--- src/design/ppu_pkg.sv ---
// Shared types, codes and helpers for the palette pixel unpacker.
// Used by ppu_front, ppu_back and the top level; depends on nothing else.
package ppu_pkg;

    localparam int KIND_W   = 2;
    localparam int INDEX_W  = 8;
    localparam int COLOR_W  = 24;
    localparam int OFFSET_W = 3;
    localparam int COUNT_W  = 16;
    localparam int BYTE_W   = 8;
    localparam int PIXEL_W  = 16;
    localparam int BPP_W    = 4;

    localparam int PALETTE_DEPTH_DEFAULT = 256;
    localparam int QUEUE_DEPTH           = 2;

    // Input item kinds.
    localparam logic [KIND_W-1:0] KIND_PALETTE = 2'd0;
    localparam logic [KIND_W-1:0] KIND_START   = 2'd1;
    localparam logic [KIND_W-1:0] KIND_BYTE    = 2'd2;

    // Source formats.
    localparam logic [BPP_W-1:0] BPP_1     = 4'd1;
    localparam logic [BPP_W-1:0] BPP_4     = 4'd4;
    localparam logic [BPP_W-1:0] BPP_8     = 4'd8;
    localparam logic [BPP_W-1:0] BPP_RESET = BPP_8;

    typedef enum logic [1:0] {
        CMD_PALETTE = 2'd0,
        CMD_START   = 2'd1,
        CMD_BYTE    = 2'd2
    } cmd_op_t;

    typedef struct packed {
        cmd_op_t               op;
        logic [INDEX_W-1:0]    palette_index;
        logic [COLOR_W-1:0]    palette_color;
        logic [OFFSET_W-1:0]   first_offset;
        logic [COUNT_W-1:0]    pixel_count;
        logic [BYTE_W-1:0]     image_byte;
    } cmd_t;

    // RGB888 to RGB565 by truncation of each channel.
    function automatic logic [PIXEL_W-1:0] to_rgb565(input logic [COLOR_W-1:0] c);
        return {c[23:19], c[15:10], c[7:3]};
    endfunction

endpackage

--- src/design/ppu_front.sv ---
// Front end: accepts input requests, classifies them into commands and
// queues them for the back end. Depends on ppu_pkg.
module ppu_front (
    input  logic                           aclk,
    input  logic                           aresetn,
    input  logic                           s_valid,
    output logic                           s_ready,
    input  logic [ppu_pkg::KIND_W-1:0]     s_kind,
    input  logic [ppu_pkg::INDEX_W-1:0]    s_palette_index,
    input  logic [ppu_pkg::COLOR_W-1:0]    s_palette_color,
    input  logic [ppu_pkg::OFFSET_W-1:0]   s_first_offset,
    input  logic [ppu_pkg::COUNT_W-1:0]    s_pixel_count,
    input  logic [ppu_pkg::BYTE_W-1:0]     s_image_byte,
    output logic                           cmd_valid,
    output ppu_pkg::cmd_t                  cmd,
    input  logic                           cmd_ready
);
    import ppu_pkg::*;

    localparam int PTR_W = $clog2(QUEUE_DEPTH);
    localparam int CNT_W = $clog2(QUEUE_DEPTH + 1);

    cmd_t             queue_reg [QUEUE_DEPTH];
    logic [PTR_W-1:0] wr_ptr_reg, wr_ptr_next;
    logic [PTR_W-1:0] rd_ptr_reg, rd_ptr_next;
    logic [CNT_W-1:0] count_reg, count_next;

    cmd_t incoming;
    logic known_kind;
    logic push, pop;

    // Kind 3 carries no meaning: it is accepted and dropped here.
    always_comb begin
        incoming.palette_index = s_palette_index;
        incoming.palette_color = s_palette_color;
        incoming.first_offset  = s_first_offset;
        incoming.pixel_count   = s_pixel_count;
        incoming.image_byte    = s_image_byte;
        incoming.op            = CMD_PALETTE;
        known_kind             = 1'b1;
        unique case (s_kind)
            KIND_PALETTE: incoming.op = CMD_PALETTE;
            KIND_START:   incoming.op = CMD_START;
            KIND_BYTE:    incoming.op = CMD_BYTE;
            default:      known_kind  = 1'b0;
        endcase
    end

    assign s_ready   = (count_reg != CNT_W'(QUEUE_DEPTH));
    assign cmd_valid = (count_reg != '0);
    assign cmd       = queue_reg[rd_ptr_reg];

    assign push = s_valid && s_ready && known_kind;
    assign pop  = cmd_valid && cmd_ready;

    always_comb begin
        wr_ptr_next = push ? wr_ptr_reg + PTR_W'(1) : wr_ptr_reg;
        rd_ptr_next = pop  ? rd_ptr_reg + PTR_W'(1) : rd_ptr_reg;
        count_next  = count_reg;
        if (push && !pop) begin
            count_next = count_reg + CNT_W'(1);
        end else if (pop && !push) begin
            count_next = count_reg - CNT_W'(1);
        end
    end

    always_ff @(posedge aclk) begin
        if (!aresetn) begin
            wr_ptr_reg <= '0;
            rd_ptr_reg <= '0;
            count_reg  <= '0;
        end else begin
            wr_ptr_reg <= wr_ptr_next;
            rd_ptr_reg <= rd_ptr_next;
            count_reg  <= count_next;
        end
    end

    always_ff @(posedge aclk) begin
        if (push) begin
            queue_reg[wr_ptr_reg] <= incoming;
        end
    end

endmodule

--- config.mk ---
export PLATFORM = sky130hd
export DESIGN_NAME = ppu_front
export DESIGN_NICKNAME = d
export VERILOG_FILES = /design/src/design/ppu_pkg.sv /design/src/design/ppu_front.sv
export SDC_FILE = /design/constraint.sdc
export NUM_CORES = 1
export LEC_CHECK = 0
export BUFFER_PORTS_ARGS = -buffer_cell sky130_fd_sc_hd__clkbuf_2
export CAP_MARGIN = 0
export CORE_MARGIN = 2
export CORE_UTILIZATION = 30
export DETAILED_ROUTE_END_ITERATION = 10
export GPL_ROUTABILITY_DRIVEN = 1
export GPL_TIMING_DRIVEN = 0
export PLACE_DENSITY = 0.51
export SYNTH_ARGS = -nofsm -noshare
export SYNTH_HDL_FRONTEND = slang
export SYNTH_SLANG_ARGS = --single-unit
export TNS_END_PERCENT = 50
--- constraint.sdc ---
create_clock -name aclk -period 5.2 [get_ports aclk]
set_clock_uncertainty 0.15 [all_clocks]
set_input_delay 0.52 -clock aclk [delete_from_list [all_inputs] [get_ports aclk]]
set_output_delay 0.52 -clock aclk [all_outputs]
set_load 0.03 [all_outputs]
# ---- After elaboration in Yosys (flattened, before gate mapping)
# Memories as Yosys holds them, arrays and structs flattened. A register that Yosys moved wholly into a read port is not among the register bits.
# Cells that the tools add are included.
dict set report word_totals {
  elab_cells 30
  n_memories 1
  inputBits 65
  ramBits 122
  output_inout_bits 63
  regBits 4
}
# name depth width rd rd_clocked_by_memory_dff write_ports line
set mem_list {}
lappend mem_list {queue_reg 2 61 1 1 1 ppu_front.sv:23} ;# cmd_t queue_reg [QUEUE_DEPTH];
dict set report classes {
  n_eq_ne 3
  reduce_logical 11
  mux 8
  n_addsub 4
}
# op count
set op_table {}
lappend op_table {{$logic_and A1 B1 Y1} 5}
lappend op_table {{$mux W1} 5}
lappend op_table {{$mux W2} 2}
lappend op_table {{$pmux W2 S2} 1}
lappend op_table {{$reduce_bool A2 Y1} 2}
lappend op_table {{$reduce_or A3 Y1} 1}
lappend op_table {{$add A1 B1 Y1 const B} 2}
lappend op_table {{$add A2 B1 Y2 const B} 1}
lappend op_table {{$eq A2 B1 Y1 const B} 1}
lappend op_table {{$eq A2 B2 Y1 const B} 1}
lappend op_table {{$logic_not A1 Y1} 2}
lappend op_table {{$logic_not A2 Y1} 1}
lappend op_table {{$ne A2 B2 Y1 const B} 1}
lappend op_table {{$sub A2 B1 Y2 const B} 1}

# ---- Longest topological paths before layout
# Gate-level depths: netlist (run 1).
dict set report logic_depth {
  depth_word 8
  mapped_depth 6
}

# ---- Least setup slack after synthesis (run 1)
# No wires, ideal clock.
dict set report synth_path {
  kind {flip-flop to flip-flop}
  start {register count_reg[0]}
  end {memory queue_reg[0][0] (netlist name), enable pin}
  required_ps 4563
  setup_slack_ps 851
  stages_incl_launch_ff 4
  setup_time_ps 487
  synth_period_minus_slack_ps 4349
  path_buffers 0
  arrival_time_ps 3712
  cell_sequence {dfxtp_1 > nand2b_1 > and3_1 > nor2b_1}
}
dict set report synth_between {
  elab_chain_cells 5
}
# element line
set synth_rtl {}
lappend synth_rtl {{start, declared} ppu_front.sv:26} ;# logic [CNT_W-1:0] count_reg, count_next;
lappend synth_rtl {{start signal, assigned} ppu_front.sv:75} ;# count_reg <= count_next;
lappend synth_rtl {{$ne A2 B2 Y1} ppu_front.sv:49} ;# assign s_ready = (count_reg != CNT_W'(QUEUE_DEPTH));
lappend synth_rtl {{net s_ready} ppu_front.sv:7} ;# output logic s_ready,
lappend synth_rtl {{$logic_and A1 B1 Y1 (2 in a row)} ppu_front.sv:53} ;# assign push = s_valid && s_ready && known_kind;
lappend synth_rtl {{net push} ppu_front.sv:30} ;# logic push, pop;
lappend synth_rtl {{$mux W1} ppu_front.sv:80} ;# if (push) begin
lappend synth_rtl {{$mux W1 (implied by the code)} ppu_front.sv:81} ;# queue_reg[wr_ptr_reg] <= incoming;
lappend synth_rtl {{end, declared} ppu_front.sv:23}
# The timed path passes the listed nets, and every way through them passes these cells.

==> reports/qor.yml, run 1 <==
ys_seq_area_share_pct: 81.21
max_slew_margin_pct: 57.42
fp.dieW_um: 128.3
insertedDiodeCount: 0
crit_chain: "buf_2 > buf_2 > mux2_2 > clkbuf_2"
cts_setup_buffers: 0
drc: 0
drt-total-wl_um: 8679
overflow: 0
rr_worst_depth: 4
cts_resized: 0
slowest_delay_ns: 0.38
worst_pin_slew_ns: 0.6374
worstHoldPathType: "in2reg"
layout.nets: 432
post-synth-top-area-cell: "edfxtp_1"
synthDominantCellAreaShare_pct: 79.05
ant_nets: 0
place_area_um2: 5583
setup_viol: 0
slowest_stage: "mux2_2"
fin_crit_sh_pct: 46.72
whs_path_depth: 1
fill_cells: 1416
via_per_inst: 4.279
core_um2: 15150
clock_latency_ns: 0.40
p_leak_nw: 2.322
place_inst: 535
cts_root_buf: "clkbuf_16"
max_freq_mhz: 411.6
ys_ff_latch: 127
start_util_pct: 30.60
syn_avg_cell_area_um2: 21.36
drv_slew: 0
critical_path_depth: 4
place_hpwl_um: 5692
clock_path_buffers: 2
cts_hold_buf: 0
synthToLayoutAreaGrowth_pct: 32.13
htree_levels: 4
syn-cell-area_um2: 4634
cp.required_ns: 4.53
grt_max_degree: 36
syn_inst: 217
cap_violations: 0
die_y_um: 128.3
cp_max_fo: 10
layout_commonest_cell: "clkbuf_2"
drive_gt1_share_pct: 59.37
crit_type: "reg2out"
grt_antenna_before_repair: 0
firstDrtPassIters: 4
crit_arrival_ns: 1.76
hold_viol_final: 0
period_minus_slack_ns: 2.430
drt-initial-drc-count: 91
path_common_cell: "buf_2"
dieArea_um2: 16460
tritoncts: "yes"
peakVddDrop_v: 0.0002786
path_clk_slew_ns: 0.05
largest_reg_flops: 122
rsz0062_at_grt: "false"
synthesis.nets: 283
wire_per_inst_um: 15.31
routabilityCongestion: 0.6626
pin_count: 128
final_cell_count_no_fill: 567
cp-start-kind: "flip-flop"
cpLargestDelayFamily: "buffers and inverters"
row_count: 45
synth_area_leaders: "edfxtp_1, mux2_2, dfxtp_1, buf_2, and2_1"
fin_area_um2: 6123
cp-end-kind: "primary output"
clock_sinks: 127
netlist-cell-type-count: 18
port_buffers: 127
cts_buffers: 17
grt_use_total_pct: 11.26
p_per_area_nw_per_um2: 543.1
status: "finished clean"
grt_first_pass_wirelength_um: 13550
yosysWarnings: 0
grt_pass1_vias: 2672
timing.critical_path.buf_inv: 3
layout_common_cells: "clkbuf_2, edfxtp_1, mux2_2"
vias: 2426
[layer usage]
metal / global-route usage, % / up-vias / share of wire (%) / wire (um)
met3: 5.342 / 5 / 7.0 / 608
met1: 13.12 / 1191 / 43 / 3749
met5: 0 / - / 0 / 0
met4: 4.654 / 0 / 0.98 / 85
met2: 17.90 / 79 / 49 / 4235
li1: - / 1151 / - / -
[worst register-to-register path, stage by stage, from the launching register on]
cell and delay, ns:
dfxtp_1 0.40, nand2b_1 0.15, and3_1 0.27, nor2b_4 0.59
buf_12 0.28
[logic make-up (layout without fill, tap and decap cells)]
logic type      Yosys count  after routing  share of synthesized area [%]
flops                   127            127                          81.21
mux                      62             62                          15.04
simple gates             14             14                          1.782
buf+inv                   7            169                         0.7559
compound gates            3              3                         0.3778
xor+xnor                  3              3                         0.5671
fa+ha+maj                 1              1                         0.2699
[through the flow]
step | power (mW) | TNS [ns] | setup WS, ns | util [%] | hold WS (ns)
6_report | 3.325 | 0 | 2.770 | 40.43 | 0.1539
5_1_grt | 3.501 | 0 | 2.655 | 40.43 | 0.1235
4_1_cts | 3.390 | 0 | 2.688 | 40.43 | 0.1278
3_5_place_dp | 2.288 | 0 | 2.839 | 36.86 | 0.3751
3_3_place_gp | 2.269 | -61.49 | -1.011 | 36.35 | 0.3104
2_1_floorplan | 1.999 | 0 | 0.8511 | - | 0.3014
[path summary, 6_finish.rpt]
kind                        startpoint                    endpoint  slack, ns
max                          flip-flop                     cmd[58]       2.77
min                s_palette_color[23]  queue_reg[1][50]$_DFFE_PP_       0.15
max reg2reg  count_reg[0]$_SDFFE_PN0P_  queue_reg[0][11]$_DFFE_PP_       3.03
min reg2reg    wr_ptr_reg$_SDFFE_PN0P_     wr_ptr_reg$_SDFFE_PN0P_       0.37
[report_power, final]
part / internal [mW] / switching (mW)
Clock: 0.696 / 0.385
Sequential: 1.27 / 0.0309
Combinational: 0.341 / 0.607
Total: 2.30 / 1.02
[final cells by class]
cell class | count | area, um^2 | area share [%]
Sequential cell | 127 | 3764 | 61.46
Multi-Input combinational cell | 83 | 845.8 | 13.81
Timing Repair Buffer | 130 | 703.2 | 11.48
Clock buffer | 23 | 447.9 | 7.315
Tap cell | 188 | 235.2 | 3.841
Clock inverter | 9 | 92.59 | 1.512
Buffer | 7 | 35.03 | 0.5721
[synth_stat cells]
cell / n
a21boi_1: 1
and2_1: 4
and3_1: 1
buf_2: 7
dfxtp_1: 5
edfxtp_1: 122
ha_1: 1
mux2_2: 61
mux2i_1: 1
nand2_1: 2
nand2b_1: 2
nor2b_1: 3
o21ai_0: 1
o21ai_1: 1
or2_2: 1
or3_1: 1
xnor2_1: 2
xor2_1: 1
Note: power is estimated with default switching activity, not from simulation.
==> run 2, diff against run 1 <==
- ABC_AREA: unset -> 1
- PLACE_DENSITY: 0.51 -> 0.5
- clock period: 5.2 -> 2.3 ns (I/O delays scaled with it)
==> reports/qor.yml, run 2 <==
vias: 2755  # +14%
ys_seq_area_share_pct: 75.69  # -5.5 points
die_y_um: 132.7  # +3.5%
slowest_stage: "nor3_4"
grt_util_met2_pct: 18.19  # +0.29 points
cts_setup_buffers: 0  # unchanged
grt_first_pass_wirelength_um: 14530  # +7.2%
setup_viol: 0  # unchanged
ys.flop_type: "edfxtp_1"
worst_pin_slew_ns: 0.8149  # +0.1776 ns
cp.required_ns: 2.26  # -2.27 ns
via_per_inst: 4.057  # -5.2%
layout.nets: 512  # +19%
syn_inst: 233  # +7.4%
firstDrtPassIters: 4  # unchanged
synth_area_leaders: "edfxtp_1, mux2_4, buf_12, dfxtp_1, nand2_1"
cts_root_buf: "clkbuf_16"
peakVddDrop_v: 0.0005820  # +110%
htree_levels: 4  # unchanged
max_freq_mhz: 461.9
clock_latency_ns: 0.41  # about the same
use_met3_pct: 4.444  # -0.90 points
synthesis.nets: 299  # +5.7%
overflow: 0  # unchanged
clock_path_buffers: 2  # unchanged
pin_count: 128  # unchanged
cp-start-kind: "input pin"
largest_reg_flops: 122  # unchanged
fin_tns_setup_ns: 0  # unchanged
max_slew_margin_pct: 45.49  # -12 points
drt-total-wl_um: 9250  # +6.6%
syn_avg_cell_area_um2: 21.34  # about the same
path_common_cell: "buf_8"
grt_busiest_layer: "met2"
drive_gt1_share_pct: 51.20  # -8.2 points
p_per_area_nw_per_um2: 1052  # +94%
async_flop_share_pct: 0  # unchanged
grt_pass1_vias: 2861  # +7.1%
rsz0062_at_grt: "false"
grt_antenna_before_repair: 0  # unchanged
syn-cell-area_um2: 4972  # +7.3%
crit_chain: "dlygate4sd3_1 > clkbuf_2 > nand2_1 > nand2_2 > nor3_4 > buf_8 > buf_8"
crit_arrival_ns: 2.13  # +0.37 ns
cap_violations: 0  # unchanged
insertedDiodeCount: 0  # unchanged
crit_type: "in2reg"
layout_common_cells: "clkbuf_2, edfxtp_1, dlygate4sd3_1"
fp.dieW_um: 132.7  # +3.5%
grt_use_total_pct: 11.11  # -0.15 points
synth-edff-count: 122  # unchanged
netlist-cell-type-count: 18  # unchanged
layout_commonest_cell: "clkbuf_2"
slowest_delay_ns: 0.67  # +0.29 ns
synthToLayoutAreaGrowth_pct: 43.91
post-synth-top-area-cell: "edfxtp_1"
synthTopCellsByCount: "edfxtp_1, mux2_4, nand2_1"
clock_sinks: 127  # unchanged
tritoncts: "yes"
status: "finished clean"
dieArea_um2: 17620  # +7.1%
postLayoutCoreUtil_pct: 43.61  # +3.2 points
drt-initial-drc-count: 109  # +20%
port_buffers: 127  # unchanged
ys_ff_latch: 127  # unchanged
drv_slew: 0  # unchanged
p_leak_nw: 2.851  # +23%
use_met1_pct: 12.89  # -0.23 points
place_hpwl_um: 5917  # +4.0%
worstHoldPathType: "in2reg"
row_count: 47  # +4.4%
fin_crit_sh_pct: 94.14
grt_max_degree: 62  # +72%
synthDominantCellAreaShare_pct: 73.68  # -5.4 points
routabilityCongestion: 0.6543  # -1.3%
hold_viol_final: 0  # unchanged
yosysWarnings: 0  # unchanged
cp_max_fo: 13  # +3
period_minus_slack_ns: 2.165
drc: 0  # unchanged
ant_nets: 0  # unchanged
core_um2: 16410  # +8.3%
wire_per_inst_um: 13.62  # -11%
path_clk_slew_ns: 0.05  # about the same
yosysMostFrequentCell: "edfxtp_1"
start_util_pct: 30.31  # -0.29 points
cp-end-kind: "flip-flop"
cts_buffers: 17  # unchanged
run 2: layer usage:
metal,vias up,wire length (um)
met3,14,500
li1,1319,-
met4,0,139
met5,-,0
met2,89,4600
met1,1333,4010
run 2: metrics by stage:
stage	std cells	cell area [um^2]	hold slack, ns	setup slack [ns]	power (mW)
3_3_place_gp	580	5902	0.2693	-1.242	5.050
2_1_floorplan	233	4991	0.1789	-0.1437	4.564
5_1_grt	679	7156	0.09561	0.02731	7.872
4_1_cts	679	7153	0.06184	0.1228	7.658
3_5_place_dp	584	5989	0.2739	0.2365	5.126
6_report	679	7156	0.08472	0.1349	7.531
run 2: cells by family (layout without fill, tap and decap cells):
family | count (synthesis) | count (layout) | share of synthesized area (%)
compound gates | 3 | 3 | 0.3522
simple gates | 24 | 24 | 1.963
buf+inv | 17 | 243 | 3.397
flops | 127 | 127 | 75.69
fa+ha+maj | 1 | 1 | 0.2516
mux | 61 | 61 | 18.34
run 2: what timing repair did:
item	CTS	global route
resized for setup	0	1
setup endpoints to repair	0	61
hold buffers	63	0
endpoints found under the hold margin	127	0
run 2: path summary, 6_finish.rpt:
kind         slack [ns]  depth (start not counted)                         end                 startpoint
min reg2reg        0.35                          2                   flip-flop    rd_ptr_reg$_SDFFE_PN0P_
max reg2reg        0.36                          5  queue_reg[0][32]$_DFFE_PP_  count_reg[1]$_SDFFE_PN0P_
max                0.13                          7  queue_reg[0][32]$_DFFE_PP_                  s_kind[0]
min                0.08                          4                   flip-flop                  cmd_ready
run 2: area by class of cell:
type	instances	area (um^2)
repair buffers	194	1351
inverters	10	42.54
clock buffers	20	436.7
flip-flops and latches	127	3766
well taps	220	275.3
fillers	1457	9251
multi-input cells	89	1056
plain buffers	7	131.4
clock inverters	12	96.34
run 2: worst max-delay path: cells and delay by family:
kind	cells	cell delay (ns)
buffers and inverters	4	1.08
AND/OR/NAND/NOR	3	0.81
run 2: power by group:
group          switching (mW)  internal, mW  total, mW
Clock                   0.940          1.47       2.41
Sequential             0.0710          2.84       2.91
Combinational            1.25         0.963       2.21
Total                    2.26          5.27       7.53
==> run 3, diff against run 2 <==
- RECOVER_POWER: unset -> 25
- REMOVE_ABC_BUFFERS: unset -> 1
==> reports/qor.yml, run 3 (same netlist as run 2, synthesis figures left out) <==
rrSetupSlack_ns: 0.34  # -0.02 ns
drv_slew: 0  # unchanged
cp_max_fo: 61  # +48
grt_max_degree: 62  # unchanged
core_um2: 16410  # unchanged
max_freq_mhz: 474.8  # +2.8%
status: "finished clean"
dieArea_um2: 17620  # unchanged
ant_nets: 0  # unchanged
worst_slack_ns: 0.1939  # +0.05901 ns
fin_crit_sh_pct: 91.57  # -2.6 points
die_y_um: 132.7  # unchanged
slowest_delay_ns: 0.54  # -0.13 ns
seq_area_um2: 3767  # about the same
layout.nets: 513  # +0.20%
whs_path_depth: 4  # unchanged
fill_cells: 1510  # +3.6%
synthToLayoutAreaGrowth_pct: 41.65
clock_path_buffers: 2  # unchanged
via_per_inst: 4.059  # about the same
fin_tns_setup_ns: 0  # unchanged
drc: 0  # unchanged
crit_type: "in2reg"
layout_common_cells: "edfxtp_1, clkbuf_2, dlygate4sd3_1"
largest_reg_flops: 122  # unchanged
p_leak_nw: 2.767  # -2.9%
pin_count: 128  # unchanged
rsz0062_at_grt: "false"
path_common_cell: "nand2_1"
start_util_pct: 30.31  # unchanged
insertedDiodeCount: 0  # unchanged
setup_viol: 0  # unchanged
cap_violations: 0  # unchanged
worst_pin_slew_ns: 0.6496  # -0.1654 ns
cp-end-kind: "flip-flop"
grt_use_total_pct: 11.23  # +0.12 points
holdPathEnd: "rd_ptr_reg$_SDFFE_PN0P_"
rr_worst_depth: 4  # -1
cp.required_ns: 2.19  # -0.07 ns
grt_first_pass_wirelength_um: 14930  # +2.8%
htree_levels: 4  # unchanged
drt-initial-drc-count: 96  # -12%
row_count: 47  # unchanged
routabilityCongestion: 0.6558  # +0.23%
cp-start-kind: "input pin"
path_clk_slew_ns: 0.05  # about the same
dpl_worst_slack_ns: 0.1498  # -0.08675 ns
hold_viol_final: 0  # unchanged
worst_r2r_endpoint: "queue_reg[1][30]$_DFFE_PP_"
crit_chain: "dlygate4sd3_1 > clkbuf_2 > nand2_1 > nand2_1 > nor2_1 > nand2_1 > inv_6"
cts_buffers: 17  # unchanged
peakVddDrop_v: 0.0005118  # -12%
fp.dieW_um: 132.7  # unchanged
wire_per_inst_um: 13.86  # +1.7%
grt_antenna_before_repair: 0  # unchanged
clock_sinks: 127  # unchanged
firstDrtPassIters: 4  # unchanged
worstHoldPathType: "in2reg"
crit_arrival_ns: 1.99  # -0.14 ns
cts_root_buf: "clkbuf_16"
clock_latency_ns: 0.40  # about the same
tritoncts: "yes"
p_per_area_nw_per_um2: 1045  # -0.73%
grt_pass1_vias: 2989  # +4.5%
slowest_stage: "dlygate4sd3_1"
drive_gt1_share_pct: 45.22  # -6.0 points
place_hpwl_um: 5946  # +0.49%
layout_commonest_cell: "edfxtp_1"
drt-total-wl_um: 9423  # +1.9%
port_buffers: 127  # unchanged
hp-start: "cmd_ready"
max_slew_margin_pct: 56.69  # +11 points
vias: 2760  # +0.18%
postLayoutCoreUtil_pct: 42.93  # -0.69 points
period_minus_slack_ns: 2.106  # -0.05901 ns
rr_startpoint: "count_reg[0]$_SDFFE_PN0P_"
multiInputGateArea_um2: 1051  # -0.47%
overflow: 0  # unchanged
worst_hold_slack_ns: 0.09634  # +0.01163 ns
-- run 3: cell types whose count changed in the layout (fill, tap and decap cells not counted), sizes merged --
cell / previous run / this run
clkbuf: 147 / 146
bufinv: 1 / 0
clkinvlp: 5 / 2
clkinv: 6 / 11
buf: 11 / 12
-- run 3: worst max path at each step --
| stage | startpoint | to | slack [ns] | cells after the start |
|---|---|---|---|---|
| 2_1_floorplan | count_reg[1]$_SDFFE_PN0P_ | queue_reg[0][0]$_DFFE_PP_ | -3.01 | 3 |
| 3_3_place_gp | count_reg[0]$_SDFFE_PN0P_ | queue_reg[0][31]$_DFFE_PP_ | -6.05 | 2 |
| 3_5_place_dp | count_reg[0]$_SDFFE_PN0P_ | queue_reg[0][31]$_DFFE_PP_ | 0.15 | 5 |
| 4_1_cts | s_kind[1] | queue_reg[1][53]$_DFFE_PP_ | 0.07 | 7 |
| 5_1_grt | s_kind[1] | queue_reg[1][47]$_DFFE_PP_ | 0.08 | 7 |
| 6_report | s_kind[1] | queue_reg[1][30]$_DFFE_PP_ | 0.19 | 7 |
-- run 3: worst max-delay path: cells and delay by family --
| kind | cells | cell delay [ns] |
|---|---|---|
| buf+inv | 3 | 1.10 |
| simple gates | 4 | 0.55 |
-- run 3: power breakdown --
| group | internal [mW] | switching [mW] | total, mW |
|---|---|---|---|
| Combinational | 0.903 | 1.24 | 2.14 |
| Clock | 1.35 | 0.950 | 2.30 |
| Sequential | 2.84 | 0.0766 | 2.91 |
| Total | 5.09 | 2.26 | 7.36 |
-- run 3: timing repair --
item / 4_1_cts / 5_1_grt
hold buffers: 63 / 0
setup endpoints to repair: 35 / 75
endpoints found under the hold margin: 127 / 0
setup buffers: 4 / 0
gates resized for setup: 0 / 2
pin swaps: 0 / 0
-- run 3: final cells by class --
cell class	instances	share of cell area, %
clock buffers	19	6.147
repair buffers	202	19.86
multi-input cells	89	14.92
well taps	220	3.908
inverters	10	0.6040
flip-flops and latches	127	53.49
clock inverters	13	1.066
-- run 3: routing by layer --
layer	track usage, %	vias up	wire length (um)
met1	13.26	1347	4193
met2	18.39	81	4672
li1	-	1323	-
met5	0	-	0
met4	4.480	0	113
met3	4.444	9	443
-- run 3: per-stage QoR --
step	instances	power, mW	area [um^2]
floorplan	226	4.495	4841
global placement	573	5.056	5752
detailed placement	581	5.005	5877
CTS	680	7.486	7066
global route	680	7.703	7043
finish	680	7.359	7043
